$ cat src/hw/rtl/mstts_pkg.sv
// Shared types and constants of the multi-slot tick task scheduler.
package mstts_pkg;

    // Deadline code for a disarmed slot; also the wrap point of the tick counter
    localparam logic [31:0] ALL_ONES = 32'hFFFF_FFFF;

    // Widths of the stream payload
    localparam int KIND_W     = 2;
    localparam int IDX_W      = 4;
    localparam int TIME_W     = 32;
    localparam int COUNT_W    = 16;
    localparam int MASK_W     = 16;
    localparam int S_TDATA_W  = 72;
    localparam int M_TDATA_W  = 80;
    // Width used to compare a request's slot number with a chain position
    localparam int SLOT_CMP_W = 8;

    // Request kinds
    typedef enum logic [KIND_W-1:0] {
        KIND_TICK  = 2'd0,
        KIND_SCHED = 2'd1,
        KIND_STOP  = 2'd2,
        KIND_ACK   = 2'd3
    } kind_t;

    // One slot's state, as it travels around the chain
    typedef struct packed {
        logic [TIME_W-1:0]  deadline;
        logic [TIME_W-1:0]  period;
        logic               reload;
        logic               pending;
        logic [COUNT_W-1:0] count;
    } slot_rec_t;

    // Request context seen by the slot update unit
    typedef struct packed {
        kind_t             kind;
        logic              match;
        logic [TIME_W-1:0] period;
        logic              reload;
        logic [TIME_W-1:0] base;
    } req_ctx_t;

endpackage

$ cat src/hw/rtl/multi_slot_tick_task_scheduler_top.sv
// Top level of the multi-slot tick task scheduler: control, slot chain and result register.
//
// Usage:
//   Input stream s_*: s_tuser[1:0] is the request kind (tick, schedule, stop,
//   acknowledge); s_tdata carries slot number, period, auto-reload and offset.
//   Result stream m_*: one result per request with fired mask, pending mask,
//   the tick counter and the addressed slot's fire count.
//   The slot records sit in a ring of TASK_SLOTS cells. After a request is
//   taken the ring rotates one slot per cycle (the final step waits for a
//   free output register); each record passes the update unit at the ring
//   tail, so every slot is visited once. The result is registered at the
//   end of the walk; a new request is taken only after the walk has ended.
//   A result waiting in the output register does not block the next request;
//   if the receiver still stalls when the next walk ends, the ring holds on
//   its last step until the register frees.
//   Reset (aresetn low, synchronous): time zero, all slots disarmed, no
//   pending flags, counts zero, no result held.
module multi_slot_tick_task_scheduler_top #(
    parameter int TASK_SLOTS = 16
) (
    input  logic        aclk,
    input  logic        aresetn,
    input  logic        s_tvalid,
    output logic        s_tready,
    // fields from bit 0: task_index[3:0], period_ms[35:4], auto_reload[36], offset_ms[68:37]
    input  logic [71:0] s_tdata,
    // fields from bit 0: kind[1:0]
    input  logic [1:0]  s_tuser,
    output logic        m_tvalid,
    input  logic        m_tready,
    // fields from bit 0: fired_mask[15:0], pending_mask[31:16], current_time[63:32],
    // slot_fire_count[79:64]
    output logic [79:0] m_tdata
);

    localparam int SLOT_W = (TASK_SLOTS > 1) ? $clog2(TASK_SLOTS) : 1;
    localparam int TW = mstts_pkg::TIME_W;
    localparam int CW = mstts_pkg::COUNT_W;
    localparam int MW = mstts_pkg::MASK_W;

    typedef enum logic [1:0] {
        ST_IDLE = 2'b01,
        ST_RUN  = 2'b10
    } state_t;

    state_t state_reg, state_next;
    logic [SLOT_W-1:0] step_reg, step_next;
    logic [TW-1:0] now_reg, now_next;
    logic [TW-1:0] base_reg, base_next;
    mstts_pkg::kind_t kind_reg, kind_next;
    logic [mstts_pkg::IDX_W-1:0] idx_reg, idx_next;
    logic [TW-1:0] period_reg, period_next;
    logic reload_reg, reload_next;
    logic [MW-1:0] fired_reg, fired_next;
    logic [MW-1:0] pend_reg, pend_next;
    logic [CW-1:0] cnt_reg, cnt_next;
    logic m_valid_reg, m_valid_next;
    logic [mstts_pkg::M_TDATA_W-1:0] m_data_reg, m_data_next;

    logic in_acc;
    logic last_step;
    logic out_free;
    logic shift_en;
    logic [SLOT_W-1:0] slot_id;
    logic [mstts_pkg::SLOT_CMP_W-1:0] slot_id_x;
    logic [TW-1:0] now_inc;
    logic upd_fired;
    mstts_pkg::req_ctx_t  ctx;
    mstts_pkg::slot_rec_t upd_rec;
    mstts_pkg::slot_rec_t chain_q [TASK_SLOTS];

    // Handshake and walk control
    assign s_tready  = (state_reg == ST_IDLE);
    assign in_acc    = s_tvalid && s_tready;
    assign last_step = (step_reg == SLOT_W'(TASK_SLOTS - 1));
    assign out_free  = !m_valid_reg || m_tready;
    assign shift_en  = (state_reg == ST_RUN) && (!last_step || out_free);

    // Slot at the ring tail: walk visits slots from the highest down
    assign slot_id   = SLOT_W'(TASK_SLOTS - 1) - step_reg;
    assign slot_id_x = mstts_pkg::SLOT_CMP_W'(slot_id);

    // Tick counter increment with wrap before all ones
    assign now_inc = (now_reg == mstts_pkg::ALL_ONES - 32'd1) ? '0 : now_reg + 32'd1;

    // Request context for the update unit
    always_comb begin
        ctx.kind   = kind_reg;
        ctx.match  = (mstts_pkg::SLOT_CMP_W'(idx_reg) == slot_id_x);
        ctx.period = period_reg;
        ctx.reload = reload_reg;
        ctx.base   = base_reg;
    end

    mstts_slot_upd u_upd (
        .ctx     (ctx),
        .rec_in  (chain_q[TASK_SLOTS-1]),
        .rec_out (upd_rec),
        .fired   (upd_fired)
    );

    // Slot ring: head takes the updated tail record, others take their neighbor
    genvar gi;
    generate
        for (gi = 0; gi < TASK_SLOTS; gi++) begin : g_chain
            if (gi == 0) begin : g_head
                mstts_cell u_cell (
                    .aclk     (aclk),
                    .aresetn  (aresetn),
                    .shift_en (shift_en),
                    .rec_in   (upd_rec),
                    .rec_q    (chain_q[gi])
                );
            end else begin : g_body
                mstts_cell u_cell (
                    .aclk     (aclk),
                    .aresetn  (aresetn),
                    .shift_en (shift_en),
                    .rec_in   (chain_q[gi-1]),
                    .rec_q    (chain_q[gi])
                );
            end
        end
    endgenerate

    // Next-state logic
    always_comb begin
        state_next   = state_reg;
        step_next    = step_reg;
        now_next     = now_reg;
        base_next    = base_reg;
        kind_next    = kind_reg;
        idx_next     = idx_reg;
        period_next  = period_reg;
        reload_next  = reload_reg;
        fired_next   = fired_reg;
        pend_next    = pend_reg;
        cnt_next     = cnt_reg;
        m_valid_next = m_valid_reg;
        m_data_next  = m_data_reg;

        if (m_valid_reg && m_tready) begin
            m_valid_next = 1'b0;
        end

        unique case (state_reg)
            ST_IDLE: begin
                if (in_acc) begin
                    kind_next   = mstts_pkg::kind_t'(s_tuser);
                    idx_next    = s_tdata[3:0];
                    period_next = s_tdata[35:4];
                    reload_next = s_tdata[36];
                    fired_next  = '0;
                    pend_next   = '0;
                    cnt_next    = '0;
                    step_next   = '0;
                    state_next  = ST_RUN;
                    if (mstts_pkg::kind_t'(s_tuser) == mstts_pkg::KIND_TICK) begin
                        now_next  = now_inc;
                        base_next = now_inc;
                    end else begin
                        base_next = now_reg + s_tdata[68:37];
                    end
                end
            end
            ST_RUN: begin
                if (shift_en) begin
                    // Collect this slot's result bits
                    if (slot_id_x < mstts_pkg::SLOT_CMP_W'(MW)) begin
                        fired_next[slot_id_x[3:0]] = upd_fired;
                        pend_next[slot_id_x[3:0]]  = upd_rec.pending;
                    end
                    if (ctx.match) begin
                        cnt_next = upd_rec.count;
                    end
                    step_next = step_reg + 1'b1;
                    if (last_step) begin
                        m_valid_next = 1'b1;
                        m_data_next  = {cnt_next, now_reg, pend_next, fired_next};
                        state_next   = ST_IDLE;
                        step_next    = '0;
                    end
                end
            end
            default: begin
                state_next = ST_IDLE;
            end
        endcase
    end

    // Control registers
    always_ff @(posedge aclk) begin
        if (!aresetn) begin
            state_reg   <= ST_IDLE;
            step_reg    <= '0;
            now_reg     <= '0;
            m_valid_reg <= 1'b0;
        end else begin
            state_reg   <= state_next;
            step_reg    <= step_next;
            now_reg     <= now_next;
            m_valid_reg <= m_valid_next;
        end
    end

    // Payload registers
    always_ff @(posedge aclk) begin
        base_reg   <= base_next;
        kind_reg   <= kind_next;
        idx_reg    <= idx_next;
        period_reg <= period_next;
        reload_reg <= reload_next;
        fired_reg  <= fired_next;
        pend_reg   <= pend_next;
        cnt_reg    <= cnt_next;
        m_data_reg <= m_data_next;
    end

    assign m_tvalid = m_valid_reg;
    assign m_tdata  = m_data_reg;

    // Tick counter never reaches the disarmed code
    a_now_range: assert property (@(posedge aclk) disable iff (!aresetn)
        now_reg != mstts_pkg::ALL_ONES)
        else $error("tick counter reached all ones");

    // An accepted request always starts a walk
    a_acc_run: assert property (@(posedge aclk) disable iff (!aresetn)
        in_acc |=> (state_reg == ST_RUN) && (step_reg == '0))
        else $error("request accepted without starting a walk");

    // A new result only appears at the end of a walk
    a_res_walk: assert property (@(posedge aclk) disable iff (!aresetn)
        $rose(m_tvalid) |-> $past(state_reg == ST_RUN) && $past(last_step))
        else $error("result produced outside the end of a walk");

    // Ring stays still while the result register blocks the final step
    a_hold: assert property (@(posedge aclk) disable iff (!aresetn)
        (state_reg == ST_RUN) && last_step && m_valid_reg && !m_tready
        |=> (state_reg == ST_RUN) && $stable(step_reg))
        else $error("walk advanced while result register was full");

endmodule

$ cat src/hw/rtl/mstts_cell.sv
// One storage cell of the slot chain: holds a slot record, takes its neighbor's on a shift.
module mstts_cell (
    input  logic                 aclk,
    input  logic                 aresetn,
    input  logic                 shift_en,
    input  mstts_pkg::slot_rec_t rec_in,
    output mstts_pkg::slot_rec_t rec_q
);

    mstts_pkg::slot_rec_t rec_reg;
    mstts_pkg::slot_rec_t rec_next;

    // Load neighbor record when the chain advances
    always_comb begin
        rec_next = shift_en ? rec_in : rec_reg;
    end

    always_ff @(posedge aclk) begin
        if (!aresetn) begin
            rec_reg.deadline <= mstts_pkg::ALL_ONES;
            rec_reg.period   <= '0;
            rec_reg.reload   <= 1'b0;
            rec_reg.pending  <= 1'b0;
            rec_reg.count    <= '0;
        end else begin
            rec_reg <= rec_next;
        end
    end

    assign rec_q = rec_reg;

endmodule

$ cat src/hw/rtl/mstts_slot_upd.sv
// Slot update unit: applies the current request to the record leaving the chain tail.
module mstts_slot_upd (
    input  mstts_pkg::req_ctx_t  ctx,
    input  mstts_pkg::slot_rec_t rec_in,
    output mstts_pkg::slot_rec_t rec_out,
    output logic                 fired
);

    logic [mstts_pkg::TIME_W-1:0] arm_p;
    logic [mstts_pkg::TIME_W-1:0] sum;
    logic [mstts_pkg::TIME_W-1:0] arm_dl;

    // Period used for (re)arming: stored one on a tick, all ones on a stop, requested one otherwise
    always_comb begin
        unique case (ctx.kind)
            mstts_pkg::KIND_TICK: arm_p = rec_in.period;
            mstts_pkg::KIND_STOP: arm_p = mstts_pkg::ALL_ONES;
            default:              arm_p = ctx.period;
        endcase
    end

    // New deadline; period zero or all ones disarms, a sum of all ones folds to zero
    always_comb begin
        sum = ctx.base + arm_p;
        if (arm_p == '0 || arm_p == mstts_pkg::ALL_ONES) begin
            arm_dl = mstts_pkg::ALL_ONES;
        end else if (sum == mstts_pkg::ALL_ONES) begin
            arm_dl = '0;
        end else begin
            arm_dl = sum;
        end
    end

    // Per-kind record update
    always_comb begin
        rec_out = rec_in;
        fired   = 1'b0;
        unique case (ctx.kind)
            mstts_pkg::KIND_TICK: begin
                if (rec_in.deadline == ctx.base) begin
                    rec_out.pending = 1'b1;
                    rec_out.count   = rec_in.count + 1'b1;
                    fired           = 1'b1;
                    rec_out.deadline = rec_in.reload ? arm_dl : mstts_pkg::ALL_ONES;
                end
            end
            mstts_pkg::KIND_SCHED: begin
                if (ctx.match) begin
                    rec_out.deadline = arm_dl;
                    rec_out.period   = ctx.period;
                    rec_out.reload   = ctx.reload;
                    if (ctx.period == '0) begin
                        rec_out.pending = 1'b1;
                        fired           = 1'b1;
                    end
                end
            end
            mstts_pkg::KIND_STOP: begin
                if (ctx.match) begin
                    rec_out.deadline = mstts_pkg::ALL_ONES;
                    rec_out.period   = mstts_pkg::ALL_ONES;
                    rec_out.reload   = 1'b0;
                end
            end
            mstts_pkg::KIND_ACK: begin
                if (ctx.match) begin
                    rec_out.pending = 1'b0;
                end
            end
            default: begin
                rec_out = rec_in;
            end
        endcase
    end

endmodule
$ cat config.mk
export PLATFORM = sky130hd
export DESIGN_NAME = multi_slot_tick_task_scheduler_top
export DESIGN_NICKNAME = d
export VERILOG_FILES = /design/src/hw/rtl/mstts_pkg.sv /design/src/hw/rtl/multi_slot_tick_task_scheduler_top.sv /design/src/hw/rtl/mstts_cell.sv /design/src/hw/rtl/mstts_slot_upd.sv
export SDC_FILE = /design/constraint.sdc
export NUM_CORES = 2
export LEC_CHECK = 0
export BUFFER_PORTS_ARGS = -buffer_cell sky130_fd_sc_hd__buf_2
export CAP_MARGIN = 5
export CORE_ASPECT_RATIO = 0.6
export CORE_UTILIZATION = 40
export DETAILED_ROUTE_END_ITERATION = 8
export SYNTH_ARGS = -nofsm -noshare
export SYNTH_HDL_FRONTEND = slang
export SYNTH_SLANG_ARGS = --single-unit
export TNS_END_PERCENT = 5
$ cat constraint.sdc
create_clock -name aclk -period 11 [get_ports aclk]
set_clock_uncertainty 0.05 [all_clocks]
set_input_delay 2.2 -clock aclk [delete_from_list [all_inputs] [get_ports aclk]]
set_output_delay 2.2 -clock aclk [all_outputs]
set_load 0.05 [all_outputs]
# Yosys cells after proc, flatten, opt, wreduce, memory -nomap -nowiden
# Index checks and enable logic that the tools add are counted.
# word_totals
in_bits	78
out_inout_bits	82
ff_bits	1550
elab_cells	181
# classes
order_cmp	3
n_mux	46
eq_ne	14
n_reduce_logical	19
addsub	6
# op_table
op	n
$mux 32	6
$mux 16	8
$eq 32x32->1 const B	3
$pmux 16 s2	3
$pmux 32 s3	1
$mux 66	1
$pmux 33 s2	1
$mux 65	1
$add 32x32->32	2
$logic_not 32->1	2
$pmux 32 s2	1
$add 32x1->32 const B	1
$bwmux 16	2
$eq 32x32->1	1
$mux 17	1
$add 16x1->16 const B	1
$mux 4	3
$reduce_and 3->1	4
$lt 4x5->1 const B	2
$mux 1	10
$pmux 4 s2	1
$eq 2x2->1 const B	3
$mux 2	3
$add 4x1->4 const B	1
other kinds (17)	26

# Depth between registers and ports, before layout
# logic_depth
ltp_word	12
ltp_mapped	24
ltp_nobuf	18

# By module
# From an unflattened synthesis, not the netlist that was laid out.
# hier_totals
hier_cells	6153
hier_area_um2	66311.1
# by_module_without_submodules
mod	area_each_um2	cells_per_inst	seq_area_each_um2	n_inst
mstts_cell	3075.4	264	1641.6	16
multi_slot_tick_task_scheduler_top	11404.7	960	6756.5	1
mstts_slot_upd	5699.2	969	0.0	1

# Least setup slack after synthesis
# No wires, ideal clock.
# synth_timing
path_type	input -> register
start	in m_tready
end	reg m_data_reg, in the netlist m_tdata[0] (enable)
arrival_time_ns	7.744
path_buffers	0
setup_slack_ns	2.589
required_ns	10.333
cell_stages	2
setup_ns	0.617
cell_sequence	nor2b_1 -> nor3_1
# synth_via
elab_chain_len	4
# synth_lines
element	line_no	rtl
from (decl)	multi_slot_tick_task_scheduler_top.sv:30	input logic m_tready,
$logic_or 1x1->1	multi_slot_tick_task_scheduler_top.sv:76	assign out_free = !m_valid_reg || m_tready;
$logic_or 1x1->1	multi_slot_tick_task_scheduler_top.sv:77	assign shift_en = (state_reg == ST_RUN) && (!last_step || out_free);
$logic_and 1x1->1	multi_slot_tick_task_scheduler_top.sv:77	
$reduce_and 3->1 (no line)	--	
to (signal assigned)	multi_slot_tick_task_scheduler_top.sv:216	m_data_reg <= m_data_next;
to (decl)	multi_slot_tick_task_scheduler_top.sv:58	logic [mstts_pkg::M_TDATA_W-1:0] m_data_reg, m_data_next;
# Every way passes these cells.
# A chain may end at the register's enable or synchronous reset.

# Final worst setup path
# layout_timing
start	reg kind_reg[0]
end	reg g_chain[0].g_head.u_cell.rec_reg, in the netlist g_chain[0].g_head.u_cell.rec_q[75]
# layout_via
elab_chain_len	9
word_cells_on_any_way	15
cone_classes	add/sub: 1; eq/ne: 4; mux: 7; reduce/logical: 3
# layout_lines
element	line_no	rtl
from (decl)	multi_slot_tick_task_scheduler_top.sv:50	mstts_pkg::kind_t kind_reg, kind_next;
from (signal assigned)	multi_slot_tick_task_scheduler_top.sv:209	kind_reg <= kind_next;
$eq 2x2->1 / $logic_not 2->1 (equally long branches)	mstts_slot_upd.sv:15, mstts_slot_upd.sv:38	
$pmux 32 s2	mstts_slot_upd.sv:15	unique case (ctx.kind)
$add 32x32->32	mstts_slot_upd.sv:24	sum = ctx.base + arm_p;
$eq 32x32->1	mstts_slot_upd.sv:27	end else if (sum == mstts_pkg::ALL_ONES) begin
$mux 32	mstts_slot_upd.sv:27	
$mux 32	mstts_slot_upd.sv:25	if (arm_p == '0 || arm_p == mstts_pkg::ALL_ONES) begin
$mux 32	mstts_slot_upd.sv:44	rec_out.deadline = rec_in.reload ? arm_dl : mstts_pkg::ALL_ONES;
$mux 32	mstts_slot_upd.sv:40	if (rec_in.deadline == ctx.base) begin
$pmux 32 s3 *	mstts_slot_upd.sv:38	unique case (ctx.kind)
to (signal assigned)	mstts_cell.sv:26	rec_reg <= rec_next;
to (decl)	mstts_cell.sv:10	mstts_pkg::slot_rec_t rec_reg;
# Every way passes the cells marked *; elsewhere a longest branch is shown, timed or not.

==> results.md <==
* Number of cells in the finished layout apart from fillers at roughly 9400
* Main flop type after synthesis: sky130_fd_sc_hd__dfxtp_1
* Delay of the slowest cell on the worst path at approximately 0.8 ns
* Crit path buffers/inverters at 4
* Nets in the synthesized netlist at approximately 7600
* FF+latch count, synth at 1550
* Final-report max-slew violation count at 0
* Flip-flop count of the largest register after layout at about 1200
* GR Util met1 at a little under a third
* Detailed Route Iter0 Violations at around 4600
* Vias after detailed routing at 48600
* Largest net degree at the start of global routing at about 280
* Total clock buffers created by CTS at 147
* Setup-violating endpoint count in the final report at 0
* Tightest Pin Transition at between 1 and 1.5 ns
* Final routed wirelength across all metal layers at 158000 um
* Setup total negative slack at 0 ns
* Synth Warn # at 0
* Number of sinks on the clock net at roughly 1600
* Dpl hpwl at 99100 um
* Met3 track utilization from global routing at around 4.2%
* Max Fclk at approximately 140 MHz
* Mapped Area at about 0.063 mm^2
* Nature of the critical path endpoint: flip-flop
* Worst path required time at around 12 ns
* Die Outline Area at 0.158 mm^2
* Avg Vias per Cell at 5.15
* Area of the core at ~0.15 mm^2
* Placed Instances at between 9000 and 10000
* Worst-path cell chain: inv_1, ha_1, buf_4, and2_1, a211oi_1, inv_1, ha_1, a211oi_1, o21bai_1, or3_1, a221o_1, a31oi_1, o21ai_1, xnor2_1, nand4_1, nor4_2, buf_4, a21bo_1, nor2_1, or3_1
* Detailed Routing Iterations Pass 1 at 5
* Power density over cell area at between 150 and 200 mW/mm^2
* Clock Latency Late Sink at ~0.80 ns
* Met2 global-route usage at between 20% and 30%
* Status: complete, no violations
* Biggest area contributors in the synthesized netlist: sky130_fd_sc_hd__dfxtp_1, sky130_fd_sc_hd__nand2_1, sky130_fd_sc_hd__edfxtp_1
* Crit Path Category: reg -> reg
* Fraction of layout instances using a drive strength above 1 at under 10%
* Leakage at between 20 and 30 nW
* Critical Path Source Type: flip-flop
* Hold buffer count at cts at 0
* IR drop worst, VDD at between 0.0001 and 0.00015 V
* Depth of the CTS H-tree at 4
* Post-CTS setup repair buffer count at 0
* Via count of the first global-routing pass at about 44000
* Clock tree from TritonCTS: yes
* Area grow syn2layout at 10.8%
* Post-synth EDFFs at 199
* Max_cap viols at 0
* Site row count at about 110
* Library cell with the largest summed area after synthesis: sky130_fd_sc_hd__dfxtp_1
* Share of flip-flops with an asynchronous set or reset after synthesis at 0%
* Synth cell count leaders: sky130_fd_sc_hd__nand2_1, sky130_fd_sc_hd__dfxtp_1, sky130_fd_sc_hd__a21boi_0
* GRT Overall Usage at between 10% and 20%
* Residual overflow from global routing at 0
* Clock Pin Slew Worst Setup and Hold Paths at around 0.07 ns
* Most repeated cell in the gate-level netlist after synthesis: sky130_fd_sc_hd__nand2_1
* Boundary pin count at between 150 and 200
* Routed wire length per instance at 16.7 um
* Endpoint arrival time on the critical path at between 7 and 8 ns
* Count of buffers inserted at the top-level ports at 156
* Starting density of the core at ~40%
* Clock buffer depth at 3
* Die height at slightly above 300 um
* Count of distinct cell types in the synthesized netlist at between 70 and 80
* DRC errors left at 0
* Worst relative slew slack at roughly 11%
* Global-route wire length before repair at 250000 um
* Fin crit period at 7.04 ns
* Unrepaired setup endpoints after global routing: false
* CTS root buf: sky130_fd_sc_hd__clkbuf_16
* Count of final hold-check violations at 0
* Cell with the largest stage delay on the worst path: sky130_fd_sc_hd__nor4_2
* Period utilization at between 60% and 70%
* Gate family responsible for the most delay along the worst path: compound AO/OA/AOI/OAI gates
* Initial antenna violation count at 14
* Area post-placement at between 0.06 and 0.07 mm^2
* Die boundary width at 513 um
* Most used routing layer: met1
* Maximum fanout along the worst path at 46
* Sequential area share after synthesis at a little over half
* Antenna viol nets, final at 0
* Number of nets in the layout at ~7400
* Synthesized area per cell at roughly 8.4 um^2
* Hold Crit Class: reg -> reg
* Post-synthesis cell count at approximately 7400
* Post-synth top area share at 43.2%
* Finished Cell Area at a little under 0.07 mm^2
* Post-cts resize count at 0
* Last weighted congestion value of the routability-driven placer at 0.908
layout by cell type (no fill, tap or decap), types with 29 or more instances in the layout:
master                      instances
sky130_fd_sc_hd__clkbuf_1          35
sky130_fd_sc_hd__a21boi_0         760
sky130_fd_sc_hd__nand3_1          548
sky130_fd_sc_hd__a211o_1           34
sky130_fd_sc_hd__and2_1            91
sky130_fd_sc_hd__nor2b_1           68
sky130_fd_sc_hd__xor2_1            91
sky130_fd_sc_hd__nor3_1           100
sky130_fd_sc_hd__ha_1              72
sky130_fd_sc_hd__xnor2_1           46
sky130_fd_sc_hd__a21oi_1          135
sky130_fd_sc_hd__nor2_1           163
sky130_fd_sc_hd__clkbuf_16        148
sky130_fd_sc_hd__buf_2            155
sky130_fd_sc_hd__o21ai_0          187
sky130_fd_sc_hd__nand2_1         2666
sky130_fd_sc_hd__edfxtp_1         199
sky130_fd_sc_hd__buf_4             39
sky130_fd_sc_hd__inv_1             32
sky130_fd_sc_hd__nor4_1            33
sky130_fd_sc_hd__nand4_1           31
sky130_fd_sc_hd__and3_1            29
sky130_fd_sc_hd__dfxtp_1         1351
cell type report:
class / instances / area [um^2]
Clock inverter: 61 / 679
Inverter: 33 / 125
Multi-Input combinational cell: 5339 / 27500
Timing Repair Buffer: 207 / 1320
Clock buffer: 205 / 4120
Fill cell: 15000 / 84700
Tap cell: 2034 / 2540
Antenna cell: 4 / 10.0
Sequential cell: 1550 / 33000
power breakdown:
| part | leakage [nW] | switching (mW) | internal, mW | total, mW |
|---|---|---|---|---|
| combinational | 10.9 | 0.543 | 0.259 | 0.802 |
| clock | 2.33 | 2.25 | 2.83 | 5.09 |
| sequential | 12.7 | 0.0852 | 5.83 | 5.91 |
worst min-delay path, stage by stage, from the launching register on:
cell and delay (ns):
sky130_fd_sc_hd__dfxtp_1 0.31, sky130_fd_sc_hd__nand2_1 0.05, sky130_fd_sc_hd__a21boi_0 0.06
path summary, 6_finish.rpt:
| kind | end | cells after the start | from | slack [ns] |
|---|---|---|---|---|
| worst max-delay path | g_chain[0].g_head.u_cell.rec_q[75] | 20 | kind_reg[0] | 3.96 |
| worst min-delay path | g_chain[15].g_body.u_cell.rec_q[38] | 2 | g_chain[14].g_body.u_cell.rec_q[38] | 0.40 |
| worst max register to register | g_chain[0].g_head.u_cell.rec_q[75] | 20 | kind_reg[0] | 3.96 |
| worst min register to register | g_chain[15].g_body.u_cell.rec_q[38] | 2 | g_chain[14].g_body.u_cell.rec_q[38] | 0.40 |
kinds of logic (layout without fill, tap and decap cells):
family          Yosys count  after routing  share of synthesized area [%]
flops                  1550           1550                           52.8
fa+ha+maj                75             75                           1.52
mux                       5              5                         0.0820
buf+inv                 559            506                           3.37
other cells               0              4                              0
xor+xnor                137            137                           1.92
compound gates         1323           1323                           14.9
simple gates           3799           3799                           25.5
metrics by stage:
step,power [mW],hold WS [ns],utilization [%],worst slack (ns)
2_1_floorplan,6.55,0.382,-,2.59
3_3_place_gp,6.82,0.397,41.9,4.34
3_5_place_dp,6.83,0.402,41.9,4.31
4_1_cts,11.9,0.388,45.0,4.32
5_1_grt,12.3,0.410,45.0,3.85
6_report,11.8,0.399,45.0,3.96
layer usage:
metal,up-vias,part of all wire (%)
met1,22800,51
met2,1092,40
li1,24400,-
met4,14,1.8
met3,225,6.9
met5,-,0.059
No activity file was read; power rests on OpenSTA's default activity.
